`config.mk`:
```
export PLATFORM = sky130hd
export DESIGN_NAME = deadline_timer_table_top
export DESIGN_NICKNAME = d
export VERILOG_FILES = /design/src/design/dtt_pkg.sv /design/src/design/dtt_ram.sv /design/src/design/dtt_front.sv /design/src/design/dtt_back.sv /design/src/design/deadline_timer_table_top.sv
export VERILOG_INCLUDE_DIRS = /design/src /design/src/design
export SDC_FILE = /design/constraint.sdc
export NUM_CORES = 2
export LEC_CHECK = 0
export BUFFER_PORTS_ARGS = -buffer_cell sky130_fd_sc_hd__buf_2
export CAP_MARGIN = 20
export CORE_MARGIN = 1
export CORE_UTILIZATION = 55
export DETAILED_ROUTE_END_ITERATION = 16
export GPL_TIMING_DRIVEN = 0
export PLACE_DENSITY = 0.7
export SYNTH_ARGS = -nofsm -noshare
export SYNTH_HDL_FRONTEND = slang
export SYNTH_HIERARCHICAL = 1
export SYNTH_SLANG_ARGS = --single-unit
```
`constraint.sdc`:
```
create_clock -name clk -period 9.2 [get_ports clk]
set_input_delay 1.84 -clock clk [delete_from_list [all_inputs] [get_ports clk]]
set_output_delay 1.84 -clock clk [all_outputs]
set_load 0.05 [all_outputs]
```
`src/design/deadline_timer_table_top_macros.svh`:
```
// ----------------------------------------------------------------------------
// Deadline timer table assertion macros
// Shared property forms for the checks at the end of the top level.
// ----------------------------------------------------------------------------
`ifndef DEADLINE_TIMER_TABLE_TOP_MACROS_SVH
`define DEADLINE_TIMER_TABLE_TOP_MACROS_SVH

// Same-cycle implication, sampled on clk, off while rst is high.
`define DTT_ASSERT_NOW(label, pre, post) \
  label: assert property (@(posedge clk) disable iff (rst) (pre) |-> (post)) \
    else $error("deadline timer table check failed");

// Next-cycle implication, sampled on clk, off while rst is high.
`define DTT_ASSERT_NEXT(label, pre, post) \
  label: assert property (@(posedge clk) disable iff (rst) (pre) |=> (post)) \
    else $error("deadline timer table check failed");

`endif

```
`src/design/dtt_pkg.sv`:
```
// ----------------------------------------------------------------------------
// Deadline timer table package
// Sizes, operation and outcome codes, and the command passed front to back.
// ----------------------------------------------------------------------------
package dtt_pkg;

  localparam int NUM_TIMERS   = 32;
  localparam int SLOT_W       = $clog2(NUM_TIMERS);
  localparam int RESULT_LIMIT = 32;
  localparam int CNT_W        = $clog2(RESULT_LIMIT + 1);

  localparam int ID_W    = 5;
  localparam int DELAY_W = 16;
  localparam int SEC_W   = 32;
  localparam int USEC_W  = 20;
  localparam int DL_W    = SEC_W + USEC_W;

  localparam int S_FIELDS_W = ID_W + DELAY_W + SEC_W + USEC_W;
  localparam int S_TDATA_W  = ((S_FIELDS_W + 7) / 8) * 8;
  localparam int M_TDATA_W  = ((ID_W + 7) / 8) * 8;

  typedef enum logic [1:0] {
    OP_ARM    = 2'd0,
    OP_CANCEL = 2'd1,
    OP_EXPIRE = 2'd2,
    OP_TICK   = 2'd3
  } opcode_t;

  typedef enum logic [1:0] {
    OUT_DONE        = 2'd0,
    OUT_NOT_PENDING = 2'd1,
    OUT_FIRED       = 2'd2,
    OUT_NONE_DUE    = 2'd3
  } outcome_t;

  typedef enum logic [2:0] {
    CMD_ARM,
    CMD_CANCEL,
    CMD_EXPIRE,
    CMD_TICK,
    CMD_BAD_SLOT
  } cmd_kind_t;

  // For arm and expire, sec/usec is the new deadline; for tick it is now.
  typedef struct packed {
    cmd_kind_t         kind;
    logic [ID_W-1:0]   slot;
    logic [SEC_W-1:0]  sec;
    logic [USEC_W-1:0] usec;
  } cmd_t;

endpackage

```
`src/design/dtt_ram.sv`:
```
// ----------------------------------------------------------------------------
// Generic RAM
// One write port and one read port with registered read data.
// ----------------------------------------------------------------------------
module dtt_ram #(
  parameter int WIDTH = 8,
  parameter int DEPTH = 32
) (
  input  logic                     clk,
  input  logic                     wr_en,
  input  logic [$clog2(DEPTH)-1:0] wr_addr,
  input  logic [WIDTH-1:0]         wr_data,
  input  logic                     rd_en,
  input  logic [$clog2(DEPTH)-1:0] rd_addr,
  output logic [WIDTH-1:0]         rd_data
);

  logic [WIDTH-1:0] mem [DEPTH];

  always_ff @(posedge clk) begin
    if (wr_en) begin
      mem[wr_addr] <= wr_data;
    end
    if (rd_en) begin
      rd_data <= mem[rd_addr];
    end
  end

endmodule

```
`src/design/dtt_front.sv`:
```
// ----------------------------------------------------------------------------
// Deadline timer table front end
// Accepts input transfers, decodes them into commands and queues them.
// ----------------------------------------------------------------------------
module dtt_front import dtt_pkg::*; (
  input  logic                 clk,
  input  logic                 rst,
  input  logic                 s_tvalid,
  output logic                 s_tready,
  input  logic [S_TDATA_W-1:0] s_tdata,
  input  logic [1:0]           s_tuser,
  output logic                 q_valid,
  input  logic                 q_ready,
  output cmd_t                 q_cmd
);

  logic [ID_W-1:0]    timer_id;
  logic [DELAY_W-1:0] delay_seconds;
  logic [SEC_W-1:0]   now_sec;
  logic [USEC_W-1:0]  now_usec;
  logic [SEC_W:0]     arm_sum;
  logic [SEC_W-1:0]   arm_sec;
  logic               bad_slot;
  cmd_t               cmd_in;

  cmd_t        entry [2];
  logic        wr_ptr;
  logic        rd_ptr;
  logic [1:0]  count;
  logic        push;
  logic        pop;

  assign timer_id      = s_tdata[ID_W-1:0];
  assign delay_seconds = s_tdata[ID_W+DELAY_W-1:ID_W];
  assign now_sec       = s_tdata[ID_W+DELAY_W+SEC_W-1:ID_W+DELAY_W];
  assign now_usec      = s_tdata[S_FIELDS_W-1:ID_W+DELAY_W+SEC_W];

  // Arm deadline saturates at the largest seconds value.
  assign arm_sum  = {1'b0, now_sec} + {{(SEC_W + 1 - DELAY_W){1'b0}}, delay_seconds};
  assign arm_sec  = arm_sum[SEC_W] ? {SEC_W{1'b1}} : arm_sum[SEC_W-1:0];
  assign bad_slot = (int'(timer_id) >= NUM_TIMERS);

  always_comb begin
    cmd_in.slot = timer_id;
    cmd_in.sec  = now_sec;
    cmd_in.usec = now_usec;
    unique case (opcode_t'(s_tuser))
      OP_ARM: begin
        cmd_in.kind = bad_slot ? CMD_BAD_SLOT : CMD_ARM;
        cmd_in.sec  = arm_sec;
      end
      OP_CANCEL: cmd_in.kind = bad_slot ? CMD_BAD_SLOT : CMD_CANCEL;
      OP_EXPIRE: cmd_in.kind = bad_slot ? CMD_BAD_SLOT : CMD_EXPIRE;
      default:   cmd_in.kind = CMD_TICK;
    endcase
  end

  // Two-entry command queue.
  assign s_tready = (count != 2'd2);
  assign q_valid  = (count != 2'd0);
  assign q_cmd    = entry[rd_ptr];
  assign push     = s_tvalid && s_tready;
  assign pop      = q_valid && q_ready;

  always_ff @(posedge clk) begin
    if (rst) begin
      wr_ptr <= 1'b0;
      rd_ptr <= 1'b0;
      count  <= 2'd0;
    end else begin
      if (push) begin
        entry[wr_ptr] <= cmd_in;
        wr_ptr        <= ~wr_ptr;
      end
      if (pop) begin
        rd_ptr <= ~rd_ptr;
      end
      if (push && !pop) begin
        count <= count + 2'd1;
      end else if (pop && !push) begin
        count <= count - 2'd1;
      end
    end
  end

endmodule

```
`src/design/dtt_back.sv`:
```
// ----------------------------------------------------------------------------
// Deadline timer table back end
// Executes queued commands against the timer table and drives results.
// ----------------------------------------------------------------------------
module dtt_back import dtt_pkg::*; (
  input  logic                 clk,
  input  logic                 rst,
  input  logic                 q_valid,
  output logic                 q_ready,
  input  cmd_t                 q_cmd,
  output logic                 m_tvalid,
  input  logic                 m_tready,
  output logic [M_TDATA_W-1:0] m_tdata,
  output logic [1:0]           m_tuser,
  output logic                 m_tlast
);

  typedef enum logic [2:0] {
    ST_IDLE,
    ST_EXEC,
    ST_SCAN,
    ST_DRAIN,
    ST_DECIDE,
    ST_FLUSH
  } state_t;

  state_t              state;
  cmd_t                cmd;
  logic [NUM_TIMERS-1:0] pending;
  logic [SLOT_W-1:0]   scan_addr;
  logic                rd_valid;
  logic [SLOT_W-1:0]   rd_idx;
  logic                found;
  logic [SLOT_W-1:0]   best_idx;
  logic [SEC_W-1:0]    best_sec;
  logic [USEC_W-1:0]   best_usec;
  logic                held_valid;
  logic [SLOT_W-1:0]   held_idx;
  logic [CNT_W-1:0]    fire_cnt;
  logic                out_valid;
  logic [ID_W-1:0]     out_slot;
  outcome_t            out_outcome;
  logic                out_last;

  logic                out_ready;
  logic [SLOT_W-1:0]   cmd_slot;
  logic                wr_en;
  logic [DL_W-1:0]     rd_data;
  logic [SEC_W-1:0]    rd_sec;
  logic [USEC_W-1:0]   rd_usec;
  logic                due;
  logic                earlier;
  logic                take;

  assign out_ready = !out_valid || m_tready;
  assign cmd_slot  = SLOT_W'(cmd.slot);
  assign q_ready   = (state == ST_IDLE);
  assign wr_en     = (state == ST_EXEC) && out_ready &&
                     ((cmd.kind == CMD_ARM) || (cmd.kind == CMD_EXPIRE));

  dtt_ram #(
    .WIDTH (DL_W),
    .DEPTH (NUM_TIMERS)
  ) u_deadline_ram (
    .clk     (clk),
    .wr_en   (wr_en),
    .wr_addr (cmd_slot),
    .wr_data ({cmd.sec, cmd.usec}),
    .rd_en   (state == ST_SCAN),
    .rd_addr (scan_addr),
    .rd_data (rd_data)
  );

  assign rd_sec  = rd_data[DL_W-1:USEC_W];
  assign rd_usec = rd_data[USEC_W-1:0];

  // A slot is due at or before now; strictly earlier keeps the lowest index on ties.
  assign due     = (rd_sec < cmd.sec) || ((rd_sec == cmd.sec) && (rd_usec <= cmd.usec));
  assign earlier = (rd_sec < best_sec) || ((rd_sec == best_sec) && (rd_usec < best_usec));
  assign take    = rd_valid && pending[rd_idx] && due && (!found || earlier);

  always_ff @(posedge clk) begin
    if (rst) begin
      state      <= ST_IDLE;
      pending    <= '0;
      rd_valid   <= 1'b0;
      found      <= 1'b0;
      held_valid <= 1'b0;
      fire_cnt   <= '0;
      out_valid  <= 1'b0;
    end else begin
      if (m_tvalid && m_tready) begin
        out_valid <= 1'b0;
      end
      rd_valid <= (state == ST_SCAN);
      rd_idx   <= scan_addr;
      if (take) begin
        found     <= 1'b1;
        best_idx  <= rd_idx;
        best_sec  <= rd_sec;
        best_usec <= rd_usec;
      end

      unique case (state)
        ST_IDLE: begin
          if (q_valid) begin
            cmd <= q_cmd;
            if (q_cmd.kind == CMD_TICK) begin
              state      <= ST_SCAN;
              scan_addr  <= '0;
              found      <= 1'b0;
              held_valid <= 1'b0;
              fire_cnt   <= '0;
            end else begin
              state <= ST_EXEC;
            end
          end
        end

        ST_EXEC: begin
          if (out_ready) begin
            out_valid <= 1'b1;
            out_slot  <= cmd.slot;
            out_last  <= 1'b1;
            case (cmd.kind)
              CMD_ARM, CMD_EXPIRE: begin
                pending[cmd_slot] <= 1'b1;
                out_outcome       <= OUT_DONE;
              end
              CMD_CANCEL: begin
                pending[cmd_slot] <= 1'b0;
                out_outcome       <= pending[cmd_slot] ? OUT_DONE : OUT_NOT_PENDING;
              end
              default: out_outcome <= OUT_NOT_PENDING;
            endcase
            state <= ST_IDLE;
          end
        end

        ST_SCAN: begin
          scan_addr <= scan_addr + SLOT_W'(1);
          if (scan_addr == SLOT_W'(NUM_TIMERS - 1)) begin
            state <= ST_DRAIN;
          end
        end

        ST_DRAIN: state <= ST_DECIDE;

        ST_DECIDE: begin
          if (found) begin
            if (!held_valid || out_ready) begin
              if (held_valid) begin
                out_valid   <= 1'b1;
                out_slot    <= ID_W'(held_idx);
                out_outcome <= OUT_FIRED;
                out_last    <= 1'b0;
              end
              held_valid        <= 1'b1;
              held_idx          <= best_idx;
              pending[best_idx] <= 1'b0;
              fire_cnt          <= fire_cnt + CNT_W'(1);
              if (fire_cnt == CNT_W'(RESULT_LIMIT - 1)) begin
                state <= ST_FLUSH;
              end else begin
                state     <= ST_SCAN;
                scan_addr <= '0;
                found     <= 1'b0;
              end
            end
          end else if (out_ready) begin
            out_valid   <= 1'b1;
            out_slot    <= held_valid ? ID_W'(held_idx) : '0;
            out_outcome <= held_valid ? OUT_FIRED : OUT_NONE_DUE;
            out_last    <= 1'b1;
            state       <= ST_IDLE;
          end
        end

        ST_FLUSH: begin
          if (out_ready) begin
            out_valid   <= 1'b1;
            out_slot    <= ID_W'(held_idx);
            out_outcome <= OUT_FIRED;
            out_last    <= 1'b1;
            state       <= ST_IDLE;
          end
        end

        default: state <= ST_IDLE;
      endcase
    end
  end

  assign m_tvalid = out_valid;
  assign m_tdata  = M_TDATA_W'(out_slot);
  assign m_tuser  = out_outcome;
  assign m_tlast  = out_last;

endmodule

```
`src/design/deadline_timer_table_top.sv`:
```
// ----------------------------------------------------------------------------
// Deadline timer table
// A table of one-shot timers with arm, cancel, expire-now and tick commands.
// ----------------------------------------------------------------------------
// Commands arrive on the s_ channel; the opcode rides on s_tuser and the
// slot, delay and current time on s_tdata. Each result leaves on the m_
// channel: slot on m_tdata, outcome on m_tuser, and m_tlast set on the final
// result of a command.
// Arm, cancel and expire-now give one result each, moving from the queue
// through the back end's idle and exec states into the output register; the
// back end takes no new command until that result is issued. A tick searches
// the deadline RAM one slot per cycle, in search passes over the table; a
// tick that fires k timers takes (k + 1) passes, since the last mark of a
// fired result is known only once the next pass has found nothing further
// due. A tick that reaches the result limit stops after its last firing pass.
// A two-entry command queue lets the input keep taking transfers while the
// back end works, and the output register holds a result while the receiver
// stalls; the back end simply waits for it.
// Reset clears the pending flags at once, so every timer is idle right after
// reset; the deadline RAM needs no clearing because a deadline read during a
// search is only used for a slot whose pending flag is set.
// ----------------------------------------------------------------------------
`include "deadline_timer_table_top_macros.svh"

module deadline_timer_table_top import dtt_pkg::*; (
  input  logic                 clk,
  input  logic                 rst,
  // s_tdata, low bit up: timer_id[4:0], delay_seconds[15:0], now_sec[31:0],
  // now_usec[19:0], zero fill.
  input  logic                 s_tvalid,
  output logic                 s_tready,
  input  logic [S_TDATA_W-1:0] s_tdata,
  // s_tuser: opcode[1:0].
  input  logic [1:0]           s_tuser,
  output logic                 m_tvalid,
  input  logic                 m_tready,
  // m_tdata, low bit up: slot_id[4:0], zero fill.
  output logic [M_TDATA_W-1:0] m_tdata,
  // m_tuser: outcome[1:0].
  output logic [1:0]           m_tuser,
  output logic                 m_tlast
);

  // Command queue between the decoding front end and the executing back end.
  logic q_valid;
  logic q_ready;
  cmd_t q_cmd;

  dtt_front u_front (
    .clk      (clk),
    .rst      (rst),
    .s_tvalid (s_tvalid),
    .s_tready (s_tready),
    .s_tdata  (s_tdata),
    .s_tuser  (s_tuser),
    .q_valid  (q_valid),
    .q_ready  (q_ready),
    .q_cmd    (q_cmd)
  );

  dtt_back u_back (
    .clk      (clk),
    .rst      (rst),
    .q_valid  (q_valid),
    .q_ready  (q_ready),
    .q_cmd    (q_cmd),
    .m_tvalid (m_tvalid),
    .m_tready (m_tready),
    .m_tdata  (m_tdata),
    .m_tuser  (m_tuser),
    .m_tlast  (m_tlast)
  );

  // A "none due" report is always the single result of its tick, for slot 0.
  `DTT_ASSERT_NOW(a_none_due_alone, m_tvalid && (m_tuser == OUT_NONE_DUE), m_tlast && (m_tdata == '0))

  // Only fired results can be followed by more results of the same command.
  `DTT_ASSERT_NOW(a_single_result, m_tvalid && (m_tuser != OUT_FIRED), m_tlast)

  // An accepted transfer is waiting in the queue on the next cycle.
  `DTT_ASSERT_NEXT(a_queued, s_tvalid && s_tready, q_valid)

endmodule

```
==> metrics <==
run status completed; sequential element share of the synthesized area 73.0%; startpoint of the most critical hold path u_back/u_deadline_ram/rd_data[20]; worst-path fanout max 33; number of sinks on the clock net 2024; setup fix buffers added after clock tree synthesis 0; Synth-to-Final Area Change 13.8%; number of stages on the worst hold path 0; Initial Utilization 55.6%; number of levels the H-tree was split into 4; Syn Std Cell Area 82500 um2; chip width 389 um; cell with the largest stage delay on the worst path edfxtp_1; number of cells on the worst reg-to-reg path 13; hold-fix buffers at CTS 0; number of pins exceeding their max-slew limit in the final report 0; hold violation count in the final report 0; number of antenna violations at the first check in global routing 16; shortest period the worst path allows 5.44 ns; fraction of synthesized cell area in xor and xnor cells 0.234%; register bit count reported by yosys 2024; simple logic cell fraction of the synthesized area 4.46%; adder and majority cell fraction of the synthesized area 1.89%; # DRC 0; maximum number of pins on one net before global-route repair 53; Arrival @ worst endpoint 5.97 ns; worst setup skew after layout 0.0295 ns; Switching Share 24.4%; upper clock frequency limit 184 MHz; share of layout cells above drive strength 1 13.4%; main combinational cell family by area after synthesis multiplexers; number of fillers in the final layout 10400; Placement Cell Area 87300 um2; post-route clock period utilization 59.1%; Layout Utilization 63.3%; Resized Gates After CTS 0; Clock Power Share 36.4%; most used cells in the layout excluding fill and tap cells 1974 x edfxtp_1, 838 x mux2i_1, 278 x a21oi_1; compound-gate portion of the synthesized area 6.34%; total congestion overflow after global routing 0; final net count 5620; combinational share of power 10.0%; worst slack after detailed placement 3.81 ns; share of cell area taken by muxes after synthesis 11.5%; Critical Path End Type flip-flop; routed vias/inst 6.12; Sequential Power Share 53.6%; clock tree from TritonCTS built; slew at the pin with the worst max-slew slack 1.22 ns; via total after detailed routing 46300; wire per inst 27.2 um; tightest slew margin relative to the limit 18.7%; Critical Path, Cell by Cell inv_1, ha_1, and4_1, nand4_1, nor4_1, buf_2, nand2_1, nor4_1, o21ai_1, nor3_2, buf_6, buf_6, buf_6; Num CTS Buffers 195; Post-synth ARST share 0%; PwrDens 226 nW/um2; worst reg2reg startpoint u_back/cmd[48]; wire length of the first global-routing pass 299000 um; number of warning messages in the yosys log 6; gr usage total 27.2%; total wirelength of the detailed-routed design 206000 um; overall power 21.2 mW; cell row count 141; Hold Slack 0.445 ns; chip height 389 um; clock slew at the register clock pins of the worst setup and hold paths 0.06 ns; Iteration-0 DRC Markers 4721; Slowest Stage Delay on Critical Path 1.03 ns; Die ar. 152000 um2; crit-path most repeated cell buf_6; Post-synth top flop edfxtp_1; maximum root-to-sink buffer count 3; origin of the worst setup path u_back/cmd[48]; R2R Setup Slk 3.76 ns; Hold Crit Class reg2reg; post-DP HPWL 140000 um; instance count of the mapped netlist 5016; leakage power summed over all cells 33.0 nW; type of the setup path with the least slack reg2reg; root buffer cell clkbuf_16; post-route standard cell area excluding fillers 93900 um2; unrepaired setup endpoints after global routing false; final setup margin 3.76 ns; number of maximum-capacitance violations 0; clock insertion delay at the later pin of the skew report 0.83 ns; count of different cell masters after synthesis 86; Mapped Avg Cell Area 16.5 um2; worst ir drop on vdd 0.000193 V; Worst EP required 9.73 ns; net switching power figure 5.16 mW; most common library cell in the layout ignoring fill and taps edfxtp_1; Initial DRT Pass Iterations 5; count of final setup violators 0; antenna-violating nets left 0; count of port buffers added during placement 87; placer's final routability congestion estimate 0.879; boundary pin count 99; Post-synth EDFFs 1974; internal power 16.0 mW; number of global-route vias before repair 45500; startpoint types flip-flop; Placeable Area 148000 um2
## layout make-up
| type | count | area (um2) | area share (%) |
|---|---|---|---|
| repair buffers | 195 | 2470 | 2.63 |
| clock buffers | 246 | 5220 | 5.56 |
| flip-flops and latches | 2024 | 60300 | 64.2 |
| inverters | 118 | 445 | 0.475 |
| well taps | 2002 | 2500 | 2.67 |
| diodes | 3 | 7.51 | 0.00800 |
| plain buffers | 269 | 1610 | 1.71 |
| clock inverters | 103 | 886 | 0.944 |
| multi-input cells | 2607 | 20500 | 21.8 |
## cell families after synthesis
kind of cell,count (synthesis)
other cells,2
xor+xnor,22
buf+inv,387
mux,921
compound gates,789
flops,2024
simple gates,747
fa+ha+maj,124
## registers in the layout, summed over array words and instances (netlist names), 6 cells and up, named ones only
register,count
u_back/best_sec,32
u_back/best_usec,20
u_back/cmd,55
u_back/u_deadline_ram/rd_data,52
u_front/entry,118
u_back/fire_cnt,6
u_back/u_deadline_ram/mem,1664
## path summary, 6_finish.rpt
path                   endpoint
min          u_back/best_sec[0]
max          u_back/best_sec[8]
max reg2reg  u_back/best_sec[8]
min reg2reg  u_back/best_sec[0]
## cells in the mapped netlist (63+ instances only)
library cell / count / area share, %
edfxtp_1: 1974 / 72
a22o_1: 125 / 1.3
nor2_1: 103 / 0.47
nor3_1: 67 / 0.41
nand3_1: 189 / 1.1
nand2_1: 231 / 1.1
a22oi_1: 157 / 1.4
buf_4: 63 / 0.57
clkbuf_1: 108 / 0.49
inv_1: 118 / 0.54
ha_1: 123 / 1.9
mux2i_1: 838 / 10
a21oi_1: 278 / 1.7
o21ai_0: 71 / 0.43
a31oi_1: 64 / 0.49
## routing by layer
layer  track usage (%)  routed length (um)  vias to the layer above
met1              36.0               80700                    23500
met5                 0                  62                        -
met2              44.5               99800                     1957
met4              8.84                6460                       12
met3              6.34               19100                      373
li1                  -                   -                    20500
## stage by stage
step	setup TNS, ns	cells
final	0	7567
after global routing	0	7565
after CTS	0	7544
after detailed placement	0	7195
after global placement	-337.30	7107
after floorplan	0	5018
## critical path: cells and delay by family, from the launching register on
kind	cells	cell delay, ns
AND/OR/NAND/NOR	6	2.44
buffers and inverters	5	1.05
flip-flops	1	1.03
adder cells (fa/ha/maj)	1	0.34
AO/OA/AOI/OAI	1	0.25
## power groups by stage
stage / sequential [mW] / clock, mW / combinational (mW)
after detailed placement: 11.7 / 0 / 1.87
final: 11.4 / 7.71 / 2.12
after global placement: 11.7 / 0 / 1.75
after CTS: 11.5 / 7.80 / 1.89
after global routing: 11.4 / 8.12 / 2.26
after floorplan: 11.4 / 0 / 1.16
No activity file was read; power rests on OpenSTA's default activity.
